`src/rtl/tgs_pkg.sv`:
```
// ----------------------------------------------------------------------------
// tgs_pkg
// Shared types and constants for the trilateration grid search block.
// ----------------------------------------------------------------------------
`timescale 1ns / 1ps
`default_nettype none

package tgs_pkg;

  localparam int unsigned CoordInW   = 24;
  localparam int unsigned RangeW     = 23;
  localparam int unsigned PosW       = 12;
  localparam int unsigned NumAnchors = 3;
  localparam int unsigned AnchorIdxW = 2;

  typedef enum logic [1:0] {
    MUL_DX = 2'd0,
    MUL_DY = 2'd1,
    MUL_D  = 2'd2
  } mul_sel_e;

  typedef struct packed {
    logic                  load;
    logic                  axis_y;
    logic                  pt_zero;
    logic                  pt_next;
    logic                  sum_clr;
    logic                  mul_en;
    mul_sel_e              mul_sel;
    logic [AnchorIdxW-1:0] anchor;
    logic                  s_load;
    logic                  s_add;
    logic                  div_start;
    logic                  sum_acc;
    logic                  p_take;
    logic                  px_take;
    logic                  hit_set;
    logic                  out_load;
  } cmd_t;

  typedef struct packed {
    logic div_busy;
    logic better;
    logic at_max;
  } status_t;

endpackage

`default_nettype wire

```
`src/rtl/tgs_if.sv`:
```
// ----------------------------------------------------------------------------
// tgs_in_if / tgs_out_if
// Valid/ready channels carrying anchor sets in and position fixes out.
// ----------------------------------------------------------------------------
`timescale 1ns / 1ps
`default_nettype none

interface tgs_in_if;
  import tgs_pkg::*;
  logic                       valid;
  logic                       ready;
  logic signed [CoordInW-1:0] anchor_a_x;
  logic signed [CoordInW-1:0] anchor_a_y;
  logic        [RangeW-1:0]   range_a;
  logic signed [CoordInW-1:0] anchor_b_x;
  logic signed [CoordInW-1:0] anchor_b_y;
  logic        [RangeW-1:0]   range_b;
  logic signed [CoordInW-1:0] anchor_c_x;
  logic signed [CoordInW-1:0] anchor_c_y;
  logic        [RangeW-1:0]   range_c;

  modport source (
    output valid, anchor_a_x, anchor_a_y, range_a, anchor_b_x, anchor_b_y, range_b,
           anchor_c_x, anchor_c_y, range_c,
    input  ready
  );
  modport sink (
    input  valid, anchor_a_x, anchor_a_y, range_a, anchor_b_x, anchor_b_y, range_b,
           anchor_c_x, anchor_c_y, range_c,
    output ready
  );
endinterface

interface tgs_out_if;
  import tgs_pkg::*;
  logic            valid;
  logic            ready;
  logic [PosW-1:0] pos_x;
  logic [PosW-1:0] pos_y;
  logic            hit_limit;

  modport source (output valid, pos_x, pos_y, hit_limit, input ready);
  modport sink   (input  valid, pos_x, pos_y, hit_limit, output ready);
endinterface

`default_nettype wire

```
`src/rtl/tgs_div.sv`:
```
// ----------------------------------------------------------------------------
// tgs_div
// Restoring unsigned divider, one quotient bit per cycle.
// ----------------------------------------------------------------------------
`timescale 1ns / 1ps
`default_nettype none

module tgs_div #(
  parameter int unsigned NW = 49,
  parameter int unsigned DW = 23
) (
  input  wire logic          clk_i,
  input  wire logic          rst_ni,
  input  wire logic          start_i,
  input  wire logic [NW-1:0] dividend_i,
  input  wire logic [DW-1:0] divisor_i,
  output logic               busy_o,
  output logic [NW-1:0]      quotient_o
);

  localparam int unsigned CntW = $clog2(NW + 1);

  logic            busy_q, busy_d;
  logic [CntW-1:0] cnt_q, cnt_d;
  logic [NW-1:0]   quo_q, quo_d;
  logic [DW-1:0]   rem_q, rem_d;
  logic [DW-1:0]   dvs_q, dvs_d;
  logic [DW:0]     rem_sh;

  always_comb begin
    busy_d = busy_q;
    cnt_d  = cnt_q;
    quo_d  = quo_q;
    rem_d  = rem_q;
    dvs_d  = dvs_q;
    rem_sh = {rem_q, quo_q[NW-1]};
    if (start_i) begin
      busy_d = 1'b1;
      cnt_d  = CntW'(NW);
      quo_d  = dividend_i;
      rem_d  = '0;
      dvs_d  = divisor_i;
    end else if (busy_q) begin
      if (rem_sh >= {1'b0, dvs_q}) begin
        rem_d = DW'(rem_sh - {1'b0, dvs_q});
        quo_d = {quo_q[NW-2:0], 1'b1};
      end else begin
        rem_d = rem_sh[DW-1:0];
        quo_d = {quo_q[NW-2:0], 1'b0};
      end
      cnt_d = cnt_q - CntW'(1);
      if (cnt_q == CntW'(1)) begin
        busy_d = 1'b0;
      end
    end
  end

  always_ff @(posedge clk_i or negedge rst_ni) begin
    if (!rst_ni) begin
      busy_q <= 1'b0;
      cnt_q  <= '0;
    end else begin
      busy_q <= busy_d;
      cnt_q  <= cnt_d;
    end
  end

  always_ff @(posedge clk_i) begin
    quo_q <= quo_d;
    rem_q <= rem_d;
    dvs_q <= dvs_d;
  end

  assign busy_o     = busy_q;
  assign quotient_o = quo_q;

endmodule

`default_nettype wire

```
`src/rtl/tgs_dpath.sv`:
```
// ----------------------------------------------------------------------------
// tgs_dpath
// Anchor registers, shared squarer, divider and error/position registers.
// ----------------------------------------------------------------------------
`timescale 1ns / 1ps
`default_nettype none

module tgs_dpath #(
  parameter int unsigned MAX_COORD = 4095
) (
  input  wire logic                            clk_i,
  input  wire logic                            rst_ni,
  input  wire tgs_pkg::cmd_t                   cmd_i,
  output tgs_pkg::status_t                     status_o,
  input  wire logic signed [tgs_pkg::CoordInW*tgs_pkg::NumAnchors-1:0] ax_i,
  input  wire logic signed [tgs_pkg::CoordInW*tgs_pkg::NumAnchors-1:0] ay_i,
  input  wire logic [tgs_pkg::RangeW*tgs_pkg::NumAnchors-1:0]          rng_i,
  output logic [tgs_pkg::PosW-1:0]             pos_x_o,
  output logic [tgs_pkg::PosW-1:0]             pos_y_o,
  output logic                                 hit_o
);

  import tgs_pkg::*;

  localparam int unsigned CW  = $clog2(MAX_COORD + 1);
  localparam int unsigned PW  = CW + 8;
  localparam int unsigned DXW = ((PW + 1 > CoordInW) ? PW + 1 : CoordInW) + 1;
  localparam int unsigned MW  = DXW - 1;
  localparam int unsigned SQW = 2 * MW;
  localparam int unsigned SW  = SQW + 1;
  localparam int unsigned EW  = SW + 2;

  logic signed [CoordInW-1:0] ax_q [NumAnchors];
  logic signed [CoordInW-1:0] ay_q [NumAnchors];
  logic        [RangeW-1:0]   d_q  [NumAnchors];
  logic [CW-1:0]  pt_q, p_q, px_q;
  logic [SQW-1:0] prod_q;
  logic [SW-1:0]  s_q;
  logic [EW-1:0]  sum_q, e_q;
  logic           hit_q;
  logic [PosW-1:0] pos_x_q, pos_y_q;
  logic           hit_out_q;

  logic [CW-1:0]           ex, ey;
  logic signed [DXW-1:0]   dx, dy;
  logic [MW-1:0]           mx, my, opa;
  logic [SW-1:0]           diff;
  logic                    div_busy;
  logic [SW-1:0]           quo;

  assign ex = cmd_i.axis_y ? px_q : pt_q;
  assign ey = cmd_i.axis_y ? pt_q : '0;
  assign dx = $signed(DXW'({ex, 8'h00})) - DXW'(ax_q[cmd_i.anchor]);
  assign dy = $signed(DXW'({ey, 8'h00})) - DXW'(ay_q[cmd_i.anchor]);
  assign mx = dx[DXW-1] ? MW'(-dx) : MW'(dx);
  assign my = dy[DXW-1] ? MW'(-dy) : MW'(dy);

  always_comb begin
    case (cmd_i.mul_sel)
      MUL_DX:  opa = mx;
      MUL_DY:  opa = my;
      default: opa = MW'(d_q[cmd_i.anchor]);
    endcase
  end

  assign diff = (s_q >= SW'(prod_q)) ? s_q - SW'(prod_q) : SW'(prod_q) - s_q;

  tgs_div #(.NW(SW), .DW(RangeW)) u_div (
    .clk_i      (clk_i),
    .rst_ni     (rst_ni),
    .start_i    (cmd_i.div_start),
    .dividend_i (diff),
    .divisor_i  (d_q[cmd_i.anchor]),
    .busy_o     (div_busy),
    .quotient_o (quo)
  );

  always_ff @(posedge clk_i) begin
    if (cmd_i.load) begin
      for (int k = 0; k < NumAnchors; k++) begin
        ax_q[k] <= ax_i[k*CoordInW +: CoordInW];
        ay_q[k] <= ay_i[k*CoordInW +: CoordInW];
        d_q[k]  <= (rng_i[k*RangeW +: RangeW] == '0) ? RangeW'(1)
                                                      : rng_i[k*RangeW +: RangeW];
      end
    end
    if (cmd_i.pt_zero) begin
      pt_q <= '0;
    end else if (cmd_i.pt_next) begin
      pt_q <= p_q + CW'(1);
    end
    if (cmd_i.mul_en) begin
      prod_q <= opa * opa;
    end
    if (cmd_i.s_load) begin
      s_q <= SW'(prod_q);
    end else if (cmd_i.s_add) begin
      s_q <= s_q + SW'(prod_q);
    end
    if (cmd_i.sum_clr) begin
      sum_q <= '0;
    end else if (cmd_i.sum_acc) begin
      sum_q <= sum_q + EW'(quo);
    end
    if (cmd_i.p_take) begin
      p_q <= pt_q;
      e_q <= sum_q;
    end
    if (cmd_i.px_take) begin
      px_q <= p_q;
    end
    if (cmd_i.load) begin
      hit_q <= 1'b0;
    end else if (cmd_i.hit_set) begin
      hit_q <= 1'b1;
    end
    if (cmd_i.out_load) begin
      pos_x_q   <= PosW'(px_q);
      pos_y_q   <= PosW'(p_q);
      hit_out_q <= hit_q;
    end
  end

  assign status_o.div_busy = div_busy;
  assign status_o.better   = sum_q < e_q;
  assign status_o.at_max   = 32'(p_q) >= MAX_COORD;

  assign pos_x_o = pos_x_q;
  assign pos_y_o = pos_y_q;
  assign hit_o   = hit_out_q;

endmodule

`default_nettype wire

```
`src/rtl/tgs_ctrl.sv`:
```
// ----------------------------------------------------------------------------
// tgs_ctrl
// Sequencer for the two axis searches and the per-anchor error terms.
// ----------------------------------------------------------------------------
`timescale 1ns / 1ps
`default_nettype none

module tgs_ctrl (
  input  wire logic             clk_i,
  input  wire logic             rst_ni,
  input  wire logic             in_valid_i,
  output logic                  in_ready_o,
  output logic                  out_valid_o,
  input  wire logic             out_ready_i,
  input  wire tgs_pkg::status_t status_i,
  output tgs_pkg::cmd_t         cmd_o
);

  import tgs_pkg::*;

  typedef enum logic [10:0] {
    S_IDLE    = 11'b000_0000_0001,
    S_PT_INIT = 11'b000_0000_0010,
    S_CHECK   = 11'b000_0000_0100,
    S_MX      = 11'b000_0000_1000,
    S_MY      = 11'b000_0001_0000,
    S_MD      = 11'b000_0010_0000,
    S_DIFF    = 11'b000_0100_0000,
    S_DIV     = 11'b000_1000_0000,
    S_EVAL    = 11'b001_0000_0000,
    S_FIN     = 11'b010_0000_0000,
    S_OUT     = 11'b100_0000_0000
  } state_e;

  state_e                state_q, state_d;
  logic [AnchorIdxW-1:0] k_q, k_d;
  logic                  axis_y_q, axis_y_d;
  logic                  first_q, first_d;
  logic                  out_valid_q, out_valid_d;

  always_comb begin
    state_d     = state_q;
    k_d         = k_q;
    axis_y_d    = axis_y_q;
    first_d     = first_q;
    out_valid_d = out_valid_q && !out_ready_i;
    cmd_o         = '0;
    cmd_o.axis_y  = axis_y_q;
    cmd_o.anchor  = k_q;
    cmd_o.mul_sel = MUL_DX;
    in_ready_o    = 1'b0;
    unique case (state_q)
      S_IDLE: begin
        in_ready_o = 1'b1;
        if (in_valid_i) begin
          cmd_o.load = 1'b1;
          axis_y_d   = 1'b0;
          state_d    = S_PT_INIT;
        end
      end
      S_PT_INIT: begin
        cmd_o.pt_zero = 1'b1;
        cmd_o.sum_clr = 1'b1;
        k_d           = '0;
        first_d       = 1'b1;
        state_d       = S_MX;
      end
      S_CHECK: begin
        if (status_i.at_max) begin
          cmd_o.hit_set = 1'b1;
          state_d       = S_FIN;
        end else begin
          cmd_o.pt_next = 1'b1;
          cmd_o.sum_clr = 1'b1;
          k_d           = '0;
          first_d       = 1'b0;
          state_d       = S_MX;
        end
      end
      S_MX: begin
        cmd_o.mul_en  = 1'b1;
        cmd_o.mul_sel = MUL_DX;
        state_d       = S_MY;
      end
      S_MY: begin
        cmd_o.mul_en  = 1'b1;
        cmd_o.mul_sel = MUL_DY;
        cmd_o.s_load  = 1'b1;
        state_d       = S_MD;
      end
      S_MD: begin
        cmd_o.mul_en  = 1'b1;
        cmd_o.mul_sel = MUL_D;
        cmd_o.s_add   = 1'b1;
        state_d       = S_DIFF;
      end
      S_DIFF: begin
        cmd_o.div_start = 1'b1;
        state_d         = S_DIV;
      end
      S_DIV: begin
        if (!status_i.div_busy) begin
          cmd_o.sum_acc = 1'b1;
          if (32'(k_q) == NumAnchors - 1) begin
            state_d = S_EVAL;
          end else begin
            k_d     = k_q + AnchorIdxW'(1);
            state_d = S_MX;
          end
        end
      end
      S_EVAL: begin
        if (first_q || status_i.better) begin
          cmd_o.p_take = 1'b1;
          state_d      = S_CHECK;
        end else begin
          state_d = S_FIN;
        end
      end
      S_FIN: begin
        if (!axis_y_q) begin
          cmd_o.px_take = 1'b1;
          axis_y_d      = 1'b1;
          state_d       = S_PT_INIT;
        end else begin
          state_d = S_OUT;
        end
      end
      S_OUT: begin
        if (!out_valid_q || out_ready_i) begin
          cmd_o.out_load = 1'b1;
          out_valid_d    = 1'b1;
          state_d        = S_IDLE;
        end
      end
      default: state_d = S_IDLE;
    endcase
  end

  always_ff @(posedge clk_i or negedge rst_ni) begin
    if (!rst_ni) begin
      state_q     <= S_IDLE;
      k_q         <= '0;
      axis_y_q    <= 1'b0;
      first_q     <= 1'b0;
      out_valid_q <= 1'b0;
    end else begin
      state_q     <= state_d;
      k_q         <= k_d;
      axis_y_q    <= axis_y_d;
      first_q     <= first_d;
      out_valid_q <= out_valid_d;
    end
  end

  assign out_valid_o = out_valid_q;

endmodule

`default_nettype wire

```
`src/rtl/trilateration_grid_search.sv`:
```
// ----------------------------------------------------------------------------
// trilateration_grid_search
// 2-D position fix from three ranged anchors by greedy unit-step search.
// ----------------------------------------------------------------------------
// in_i carries three anchors (signed Q16.8) with their ranges (unsigned
// Q15.8); out_o returns pos_x, pos_y (whole units) and hit_limit, one
// transfer per input. One item is processed at a time. Each evaluated grid
// point takes three error terms, computed with the shared squarer and the
// bit-serial restoring divider on an SW-bit dividend (SW = 2*mag width + 1,
// 49 by default). A search visits up to MAX_COORD+1 points per axis.
// The result sits in an output register; a new item is taken while it
// waits. If the receiver stalls, the next finished result waits until the
// held one is transferred. Reset clears the sequencer and output valid; no
// clearing pass is needed.
// ----------------------------------------------------------------------------
`timescale 1ns / 1ps
`default_nettype none

module trilateration_grid_search #(
  parameter int unsigned MAX_COORD = 4095
) (
  input  wire logic  clk_i,
  input  wire logic  rst_ni,
  tgs_in_if.sink     in_i,
  tgs_out_if.source  out_o
);

  import tgs_pkg::*;

  cmd_t    cmd;
  status_t status;

  tgs_ctrl u_ctrl (
    .clk_i       (clk_i),
    .rst_ni      (rst_ni),
    .in_valid_i  (in_i.valid),
    .in_ready_o  (in_i.ready),
    .out_valid_o (out_o.valid),
    .out_ready_i (out_o.ready),
    .status_i    (status),
    .cmd_o       (cmd)
  );

  tgs_dpath #(.MAX_COORD(MAX_COORD)) u_dpath (
    .clk_i    (clk_i),
    .rst_ni   (rst_ni),
    .cmd_i    (cmd),
    .status_o (status),
    .ax_i     ({in_i.anchor_c_x, in_i.anchor_b_x, in_i.anchor_a_x}),
    .ay_i     ({in_i.anchor_c_y, in_i.anchor_b_y, in_i.anchor_a_y}),
    .rng_i    ({in_i.range_c, in_i.range_b, in_i.range_a}),
    .pos_x_o  (out_o.pos_x),
    .pos_y_o  (out_o.pos_y),
    .hit_o    (out_o.hit_limit)
  );

endmodule

`default_nettype wire
```
`src/flat_wrapper.sv`:
```
// flat-port wrapper written by rule: the top's interface ports become plain ports
module trilateration_grid_search_flat import tgs_pkg::*;
#(
  parameter int unsigned MAX_COORD = 4095
)
  (clk_i, rst_ni, in_i_valid, in_i_anchor_a_x, in_i_anchor_a_y, in_i_range_a, in_i_anchor_b_x, in_i_anchor_b_y, in_i_range_b, in_i_anchor_c_x, in_i_anchor_c_y, in_i_range_c, in_i_ready, out_o_valid, out_o_pos_x, out_o_pos_y, out_o_hit_limit, out_o_ready);
  tgs_in_if in_i_i ();
  tgs_out_if out_o_i ();
  input  wire logic clk_i;
  input  wire logic rst_ni;
  input wire logic [$bits(in_i_i.valid)-1:0] in_i_valid;
  input wire logic [$bits(in_i_i.anchor_a_x)-1:0] in_i_anchor_a_x;
  input wire logic [$bits(in_i_i.anchor_a_y)-1:0] in_i_anchor_a_y;
  input wire logic [$bits(in_i_i.range_a)-1:0] in_i_range_a;
  input wire logic [$bits(in_i_i.anchor_b_x)-1:0] in_i_anchor_b_x;
  input wire logic [$bits(in_i_i.anchor_b_y)-1:0] in_i_anchor_b_y;
  input wire logic [$bits(in_i_i.range_b)-1:0] in_i_range_b;
  input wire logic [$bits(in_i_i.anchor_c_x)-1:0] in_i_anchor_c_x;
  input wire logic [$bits(in_i_i.anchor_c_y)-1:0] in_i_anchor_c_y;
  input wire logic [$bits(in_i_i.range_c)-1:0] in_i_range_c;
  output wire logic [$bits(in_i_i.ready)-1:0] in_i_ready;
  output wire logic [$bits(out_o_i.valid)-1:0] out_o_valid;
  output wire logic [$bits(out_o_i.pos_x)-1:0] out_o_pos_x;
  output wire logic [$bits(out_o_i.pos_y)-1:0] out_o_pos_y;
  output wire logic [$bits(out_o_i.hit_limit)-1:0] out_o_hit_limit;
  input wire logic [$bits(out_o_i.ready)-1:0] out_o_ready;
  assign in_i_i.valid = in_i_valid;
  assign in_i_i.anchor_a_x = in_i_anchor_a_x;
  assign in_i_i.anchor_a_y = in_i_anchor_a_y;
  assign in_i_i.range_a = in_i_range_a;
  assign in_i_i.anchor_b_x = in_i_anchor_b_x;
  assign in_i_i.anchor_b_y = in_i_anchor_b_y;
  assign in_i_i.range_b = in_i_range_b;
  assign in_i_i.anchor_c_x = in_i_anchor_c_x;
  assign in_i_i.anchor_c_y = in_i_anchor_c_y;
  assign in_i_i.range_c = in_i_range_c;
  assign in_i_ready = in_i_i.ready;
  assign out_o_valid = out_o_i.valid;
  assign out_o_pos_x = out_o_i.pos_x;
  assign out_o_pos_y = out_o_i.pos_y;
  assign out_o_hit_limit = out_o_i.hit_limit;
  assign out_o_i.ready = out_o_ready;
  trilateration_grid_search #(.MAX_COORD(MAX_COORD)) u_core (.clk_i(clk_i), .rst_ni(rst_ni), .in_i(in_i_i), .out_o(out_o_i));
endmodule
```
`config.mk`:
```
export PLATFORM = sky130hd
export DESIGN_NAME = trilateration_grid_search_flat
export DESIGN_NICKNAME = d
export VERILOG_FILES = /design/src/rtl/tgs_pkg.sv /design/src/rtl/tgs_if.sv /design/src/rtl/tgs_div.sv /design/src/rtl/tgs_dpath.sv /design/src/rtl/tgs_ctrl.sv /design/src/rtl/trilateration_grid_search.sv /design/src/flat_wrapper.sv
export SDC_FILE = /design/constraint.sdc
export NUM_CORES = 2
export LEC_CHECK = 0
export ABC_AREA = 0
export BUFFER_PORTS_ARGS = -buffer_cell sky130_fd_sc_hd__buf_4
export CORE_MARGIN = 8
export CORE_UTILIZATION = 59
export CTS_BUF_LIST = sky130_fd_sc_hd__clkbuf_4
export DETAILED_ROUTE_END_ITERATION = 8
export GPL_TIMING_DRIVEN = 0
export PLACE_DENSITY_LB_ADDON = 0.25
export SLEW_MARGIN = 20
export SYNTH_ARGS = -nofsm -noshare
export SYNTH_HDL_FRONTEND = slang
export SYNTH_SLANG_ARGS = --single-unit
```
`constraint.sdc`:
```
create_clock -name clk_i -period 12.3 [get_ports clk_i]
set_clock_uncertainty 0.1 [all_clocks]
set_input_delay 2.46 -clock clk_i [delete_from_list [all_inputs] [get_ports clk_i]]
set_output_delay 2.46 -clock clk_i [all_outputs]
set_load 0.01 [all_outputs]
```
# Yosys cells after proc, flatten, opt, wreduce, memory -nomap -nowiden
# Memories as Yosys holds them, arrays and structs flattened.
# Index checks and enable logic that the tools add are counted.
# totals
ff_bits	379
out_inout_bits	27
memories	3
ram_bits	213
inputBits	217
word_cells	140
# classes
multipliers	1
reduce_logical	18
eq_ne	19
n_addsub	12
mux	61
n_lt_le_gt_ge	4
# mem_list
memory	depth	width	read_ports	rd_clocked_by_memory_dff	wr	line_no	source
u_core.u_dpath.ax_q	3	24	1	0	3	tgs_dpath.sv:33	logic signed [CoordInW-1:0] ax_q [NumAnchors];
u_core.u_dpath.ay_q	3	24	1	0	3	tgs_dpath.sv:34	logic signed [CoordInW-1:0] ay_q [NumAnchors];
u_core.u_dpath.d_q	3	23	1	0	3	tgs_dpath.sv:35	logic [RangeW-1:0] d_q [NumAnchors];
# ops
operator	count
2-to-1 mux 49 bit	3
case mux 11 bit (11 select lines)	1
2-to-1 mux 48 bit	2
2-to-1 mux 23 bit	4
zero test 23 bit	3
adder 51 x 49 -> 51 bit	1
less-than comparator 51 bit	1
subtractor 21 x 24 -> 25 bit	2
adder 49 x 48 -> 49 bit	1
greater-or-equal comparator 49 x 48 -> 1 bit	1
subtractor 48 x 49 -> 49 bit	1
subtractor 49 x 48 -> 49 bit	1
multiplier 24 x 24 -> 48 bit	1
2-to-1 mux 24 bit	2
negation 24 bit	2
case mux 24 bit (2 select lines)	1
2-to-1 mux 11 bit	4
2-to-1 mux 1 bit	28
greater-or-equal comparator 24 x 23 -> 1 bit	1
2-to-1 mux 12 bit	2
subtractor 23 bit	1
2-to-1 mux 10 bit	2
adder 12 x 1 -> 12 bit, second input constant	1
greater-or-equal comparator 12 bit, second input constant	1
other kinds (32)	48

# Depth between registers and ports, before layout
# logic_depth
depth_word	6
mapped_depth	54
depth_no_buf	45

# Hierarchy
# A second synthesis with hierarchy kept.
# hier_totals
cells_unflattened	5753
area_unflattened_um2	55109.1
# modules_own_cells
mod	cells_per_inst	seq_area_each_um2	area_each_um2	instances
tgs_dpath	5181	13553.0	48604.1	1
tgs_div	461	2797.7	5490.3	1
tgs_ctrl	111	401.6	1014.7	1

# Worst setup path after synthesis
# OpenSTA, ideal clock, no wires.
# synth_path
path_kind	register to register
start	register u_core.u_ctrl.k_q[0]
end	register u_core.u_dpath.prod_q[41], data pin
setup_ps	273
arrival_ps	12148
stages_incl_launch_ff	48
path_slack_ps	-222
period_less_slack_ps	12522
path_buffers	7
required_ps	11927
path_cell_list	dfrtp_1 > buf_6 > buf_1 > buf_1 > clkbuf_1 > buf_1 > mux2i_1 > nor2_1 > a21oi_1 > ha_1 > a21o_1 > a21oi_1 > nor2_1 > a311o_1 > or3_1 > a221oi_2 > nand2_1 > nor4_1 > [... 12 more ...] > fa_1 > fa_1 > inv_1 > fa_1 > inv_1 > ha_1 > o21a_1 > a221o_1 > a31o_2 > o21bai_1 > a21oi_1 > o21ai_0 > a21boi_0 > o21a_1 > o21ai_0 > nand2b_1 > a2111oi_0 > a211oi_1
# synth_via
elab_chain_len	6
elab_cells_between_ends	11
cone_classes	4 x add/sub; 1 x mul; 3 x mux; 3 x memory
# synth_rtl
item	line_no	source
start: declaration	tgs_ctrl.sv:36	logic [AnchorIdxW-1:0] k_q, k_d;
start signal: assignment	tgs_ctrl.sv:149	k_q <= k_d;
memory read (3 x 24 bit) (on tied branches)	--	
subtractor 21 x 24 -> 25 bit (on tied branches)	tgs_dpath.sv:54, tgs_dpath.sv:53	
negation 24 bit (on tied branches)	tgs_dpath.sv:56, tgs_dpath.sv:55	
2-to-1 mux 24 bit (on tied branches)	tgs_dpath.sv:56, tgs_dpath.sv:55	
case mux 24 bit (2 select lines) (*)	tgs_dpath.sv:59	case (cmd_i.mul_sel)
multiplier 24 x 24 -> 48 bit (*)	tgs_dpath.sv:93	prod_q <= opa * opa;
end signal: assignment	tgs_dpath.sv:93	
end: declaration	tgs_dpath.sv:37	logic [SQW-1:0] prod_q;
# Every way passes the cells marked *; elsewhere a longest branch is shown, timed or not.
# A chain may end at the register's enable or synchronous reset.

# Worst setup path in the final report
# Same ends and word-level chain as after synthesis.

==> out/metrics.csv <==
stage,metric,value,unit
floorplan,rows,111,
detailed_routing,first_pass_iters,6,
critical_path,cp-start-kind,register,
cells_and_area,drive_above_1_share,12.9,%
critical_path,criticalPathCategory,register to register,
sta,drv_slew,0,
floorplan,die_y,320,um
grt,antenna_found_initial,5,
grt,grt_util_all_layers,31.0,%
yosys,synth_top_area_share,26.4,%
clocking,tritoncts,built,
sta,hold_violations,0,
yosys,synth_area_per_cell,9.29,um2
cells_and_area,final_cell_mix,"inv_1 (776), nand2_1 (519), edfxtp_1 (480)",
critical_path,cp_slowest_cell,fa_1,
yosys,synth_area_leader_cell,edfxtp_1,
cells_and_area,seq_area,16800,um2
sta,hold_ws,0.358,ns
outcome,status,"finished, final reports clean",
cells_and_area,area_growth,12.6,%
detailed_routing,drtIter0Drc,4139,
flow_run,maxCapViolations,0,
clocking,clock_sinks,591,
yosys,yosys_register_bits,591,
grt,grt_pass1_wl,251000,um
yosys,synth_fp_nets,6976,
yosys,async_flop_share,3.89,%
critical_path,crit_buf_inv,12,
placement,gp_congestion,0.990,
critical_path,required,13.01,ns
yosys,ys_warn_count,0,
sta,fin_crit_sh,96.8,%
floorplan,floorplan.initialDensity,59.5,%
sta,fmax,84.0,MHz
clocking,cts-root-buf,clkbuf_4,
critical_path,cp.arrival,12.62,ns
floorplan,boundaryPins,244,
cells_and_area,layout_commonest_cell,inv_1,
clocking,clock_path_buffers,3,
floorplan,die_x,320,um
detailed_routing,routed_via_density,5.92,
yosys,syn_inst,5870,
detailed_routing,routed_wirelength,162000,um
clocking,cts.clk_slew.worst_paths,0.07,ns
yosys,syn_area,54500,um2
sta,report.final.setup_viol,0,
grt,grt_overflow_total,0,
cells_and_area,nets,7428,
sta,tightest_slew,1.17,ns
critical_path,cpPeakStageDelay,0.58,ns
grt,grt_max_degree,61,
yosys,yosysUniqueCellTypes,99,
placement,io_buffers,243,
yosys,synth-edff-count,480,
clocking,htreeDepth,4,
clocking,clk_latency,1.13,ns
sta,finalSetupTns,0,ns
critical_path,path_common_cell,fa_1,
detailed_routing,routedWlPerCell,21.3,um
floorplan,die_area,102000,um2
grt,grt_pass1_vias,44959,
cells_and_area,fillers,7375,
worst_hold_path,hp-class,register to register,
critical_path,cp-end-kind,register,
clocking,cts_buffers,154,
floorplan,coreArea,91700,um2
placement,dp_hpwl,129000,um
detailed_routing,postRouteAntennaNets,0,
yosys,ys_seq_area_share,30.7,%
sta,relSlewSlack,21.9,%
critical_path,cp_top_family,adder cells,
detailed_routing,drc,0,
cells_and_area,multiInputGateArea,34400,um2
detailed_routing,vias,45171,
sta,fin_crit,11.91,ns
critical_path,cp_max_fo,13,
yosys,synthTopCellsByArea,"edfxtp_1 (26%), fa_1 (16%), ha_1 (11%)",
yosys,ys.flop_type,edfxtp_1,
==> timing repair <==
action | CTS | global route
hold buffers | 0 | 0
cloned | 0 | 1
buffers inserted | 24 | 28
gates resized for setup | 176 | 81
pin swaps | 13 | 18
hold endpoints to repair | 0 | 0
setup endpoints to repair | 39 | 18
==> cell families (layout without fill, tap and decap cells) <==
logic type | Yosys count | count (layout) | share of synthesized area, %
flops | 591 | 591 | 30.7
simple gates | 1567 | 1567 | 13.4
other cells | 0 | 14 | 0
mux | 128 | 128 | 2.53
compound gates | 1350 | 1350 | 15.3
xor+xnor | 265 | 265 | 4.27
buf+inv | 1080 | 1639 | 7.54
fa+ha+maj | 889 | 889 | 26.2
==> metal layers <==
metal	vias to the layer above	track usage (%)	wire length, um
li1	20968	-	-
met1	21700	42.1	67700
met2	2108	47.9	72000
met3	391	7.36	15400
met4	4	12.5	6920
met5	-	0	108
==> worst register-to-register path, delay by kind of cell (launching register included) <==
kind,cells,cell delay (ns)
compound gates,15,3.03
flops,1,0.49
fa+ha+maj,9,4.24
buf+inv,12,1.64
simple gates,8,1.48
mux,2,0.62
==> cells in the mapped netlist, types with 48 or more instances <==
cell,count
o21a_1,57
o21ai_0,282
a21oi_1,497
nor4_1,48
inv_1,779
xor2_1,66
nand2_1,522
and2_1,81
a211oi_1,67
dfxtp_1,88
nand3_1,56
nand4_1,58
edfxtp_1,480
mux2i_1,90
xnor2_1,198
o21bai_1,70
a21o_1,120
nor3_1,79
clkbuf_1,242
ha_1,465
nor2b_1,57
nor2_1,466
fa_1,424
==> area by class of cell <==
type | instances | area share (%)
Sequential cell | 591 | 27.3
Buffer | 265 | 2.19
Tap cell | 1186 | 2.42
Inverter | 801 | 4.90
Timing Repair Buffer | 310 | 4.09
Clock inverter | 43 | 0.403
Multi-Input combinational cell | 4199 | 56.0
Antenna cell | 14 | 0.0570
Clock buffer | 220 | 2.69
==> sequential cells by signal, summed over array words and instances (netlist names), 12 cells and up <==
register and count:
u_core.u_dpath.prod_q 47, u_core.u_dpath.u_div.dvs_q 23, u_core.u_dpath.ay_q 72, u_core.u_dpath.u_div.rem_q 23, u_core.u_dpath.d_q 69, u_core.u_dpath.ax_q 72, u_core.u_dpath.u_div.quotient_o 49, u_core.u_dpath.pos_x_o 12
u_core.u_dpath.sum_q 51, u_core.u_dpath.p_q 12, u_core.u_dpath.px_q 12, u_core.u_dpath.pt_q 12, u_core.u_dpath.pos_y_o 12, u_core.u_dpath.s_q 49, u_core.u_dpath.e_q 51
==> stage by stage <==
step,utilization (%),cell area [um2],instances,setup slack (ns)
5_1_grt,67.0,61400,7627,-0.00113
3_5_place_dp,63.4,58200,7313,-3.27
4_1_cts,66.3,60800,7590,0.0180
3_3_place_gp,63.1,57900,7299,-3.64
6_report,67.0,61400,7629,0.392
2_1_floorplan,-,54600,5870,0.0270
==> path summary, 6_finish.rpt <==
path                                                   endpoint  depth (start not counted)  slack [ns]                         startpoint
max                         u_core.u_dpath.prod_q[41]$_DFFE_PP_                         46        0.39   u_core.u_ctrl.k_q[0]$_DFFE_PN0P_
min                        u_core.u_dpath.pos_x_o[11]$_DFFE_PP_                          0        0.36  u_core.u_dpath.px_q[11]$_DFFE_PP_
max reg2reg                 u_core.u_dpath.prod_q[41]$_DFFE_PP_                         46        0.39   u_core.u_ctrl.k_q[0]$_DFFE_PN0P_
min reg2reg                u_core.u_dpath.pos_x_o[11]$_DFFE_PP_                          0        0.36  u_core.u_dpath.px_q[11]$_DFFE_PP_
max in group asynchronous  u_core.u_ctrl.state_q[0]$_DFFE_PN1P_                          1       10.63                             rst_ni
min in group asynchronous   u_core.u_ctrl.out_valid_o$_DFF_PN0_                          1        1.16                             rst_ni
Power is not shown: default switching activity piles up to over one toggle a cycle in this logic, so the estimate is an artifact.
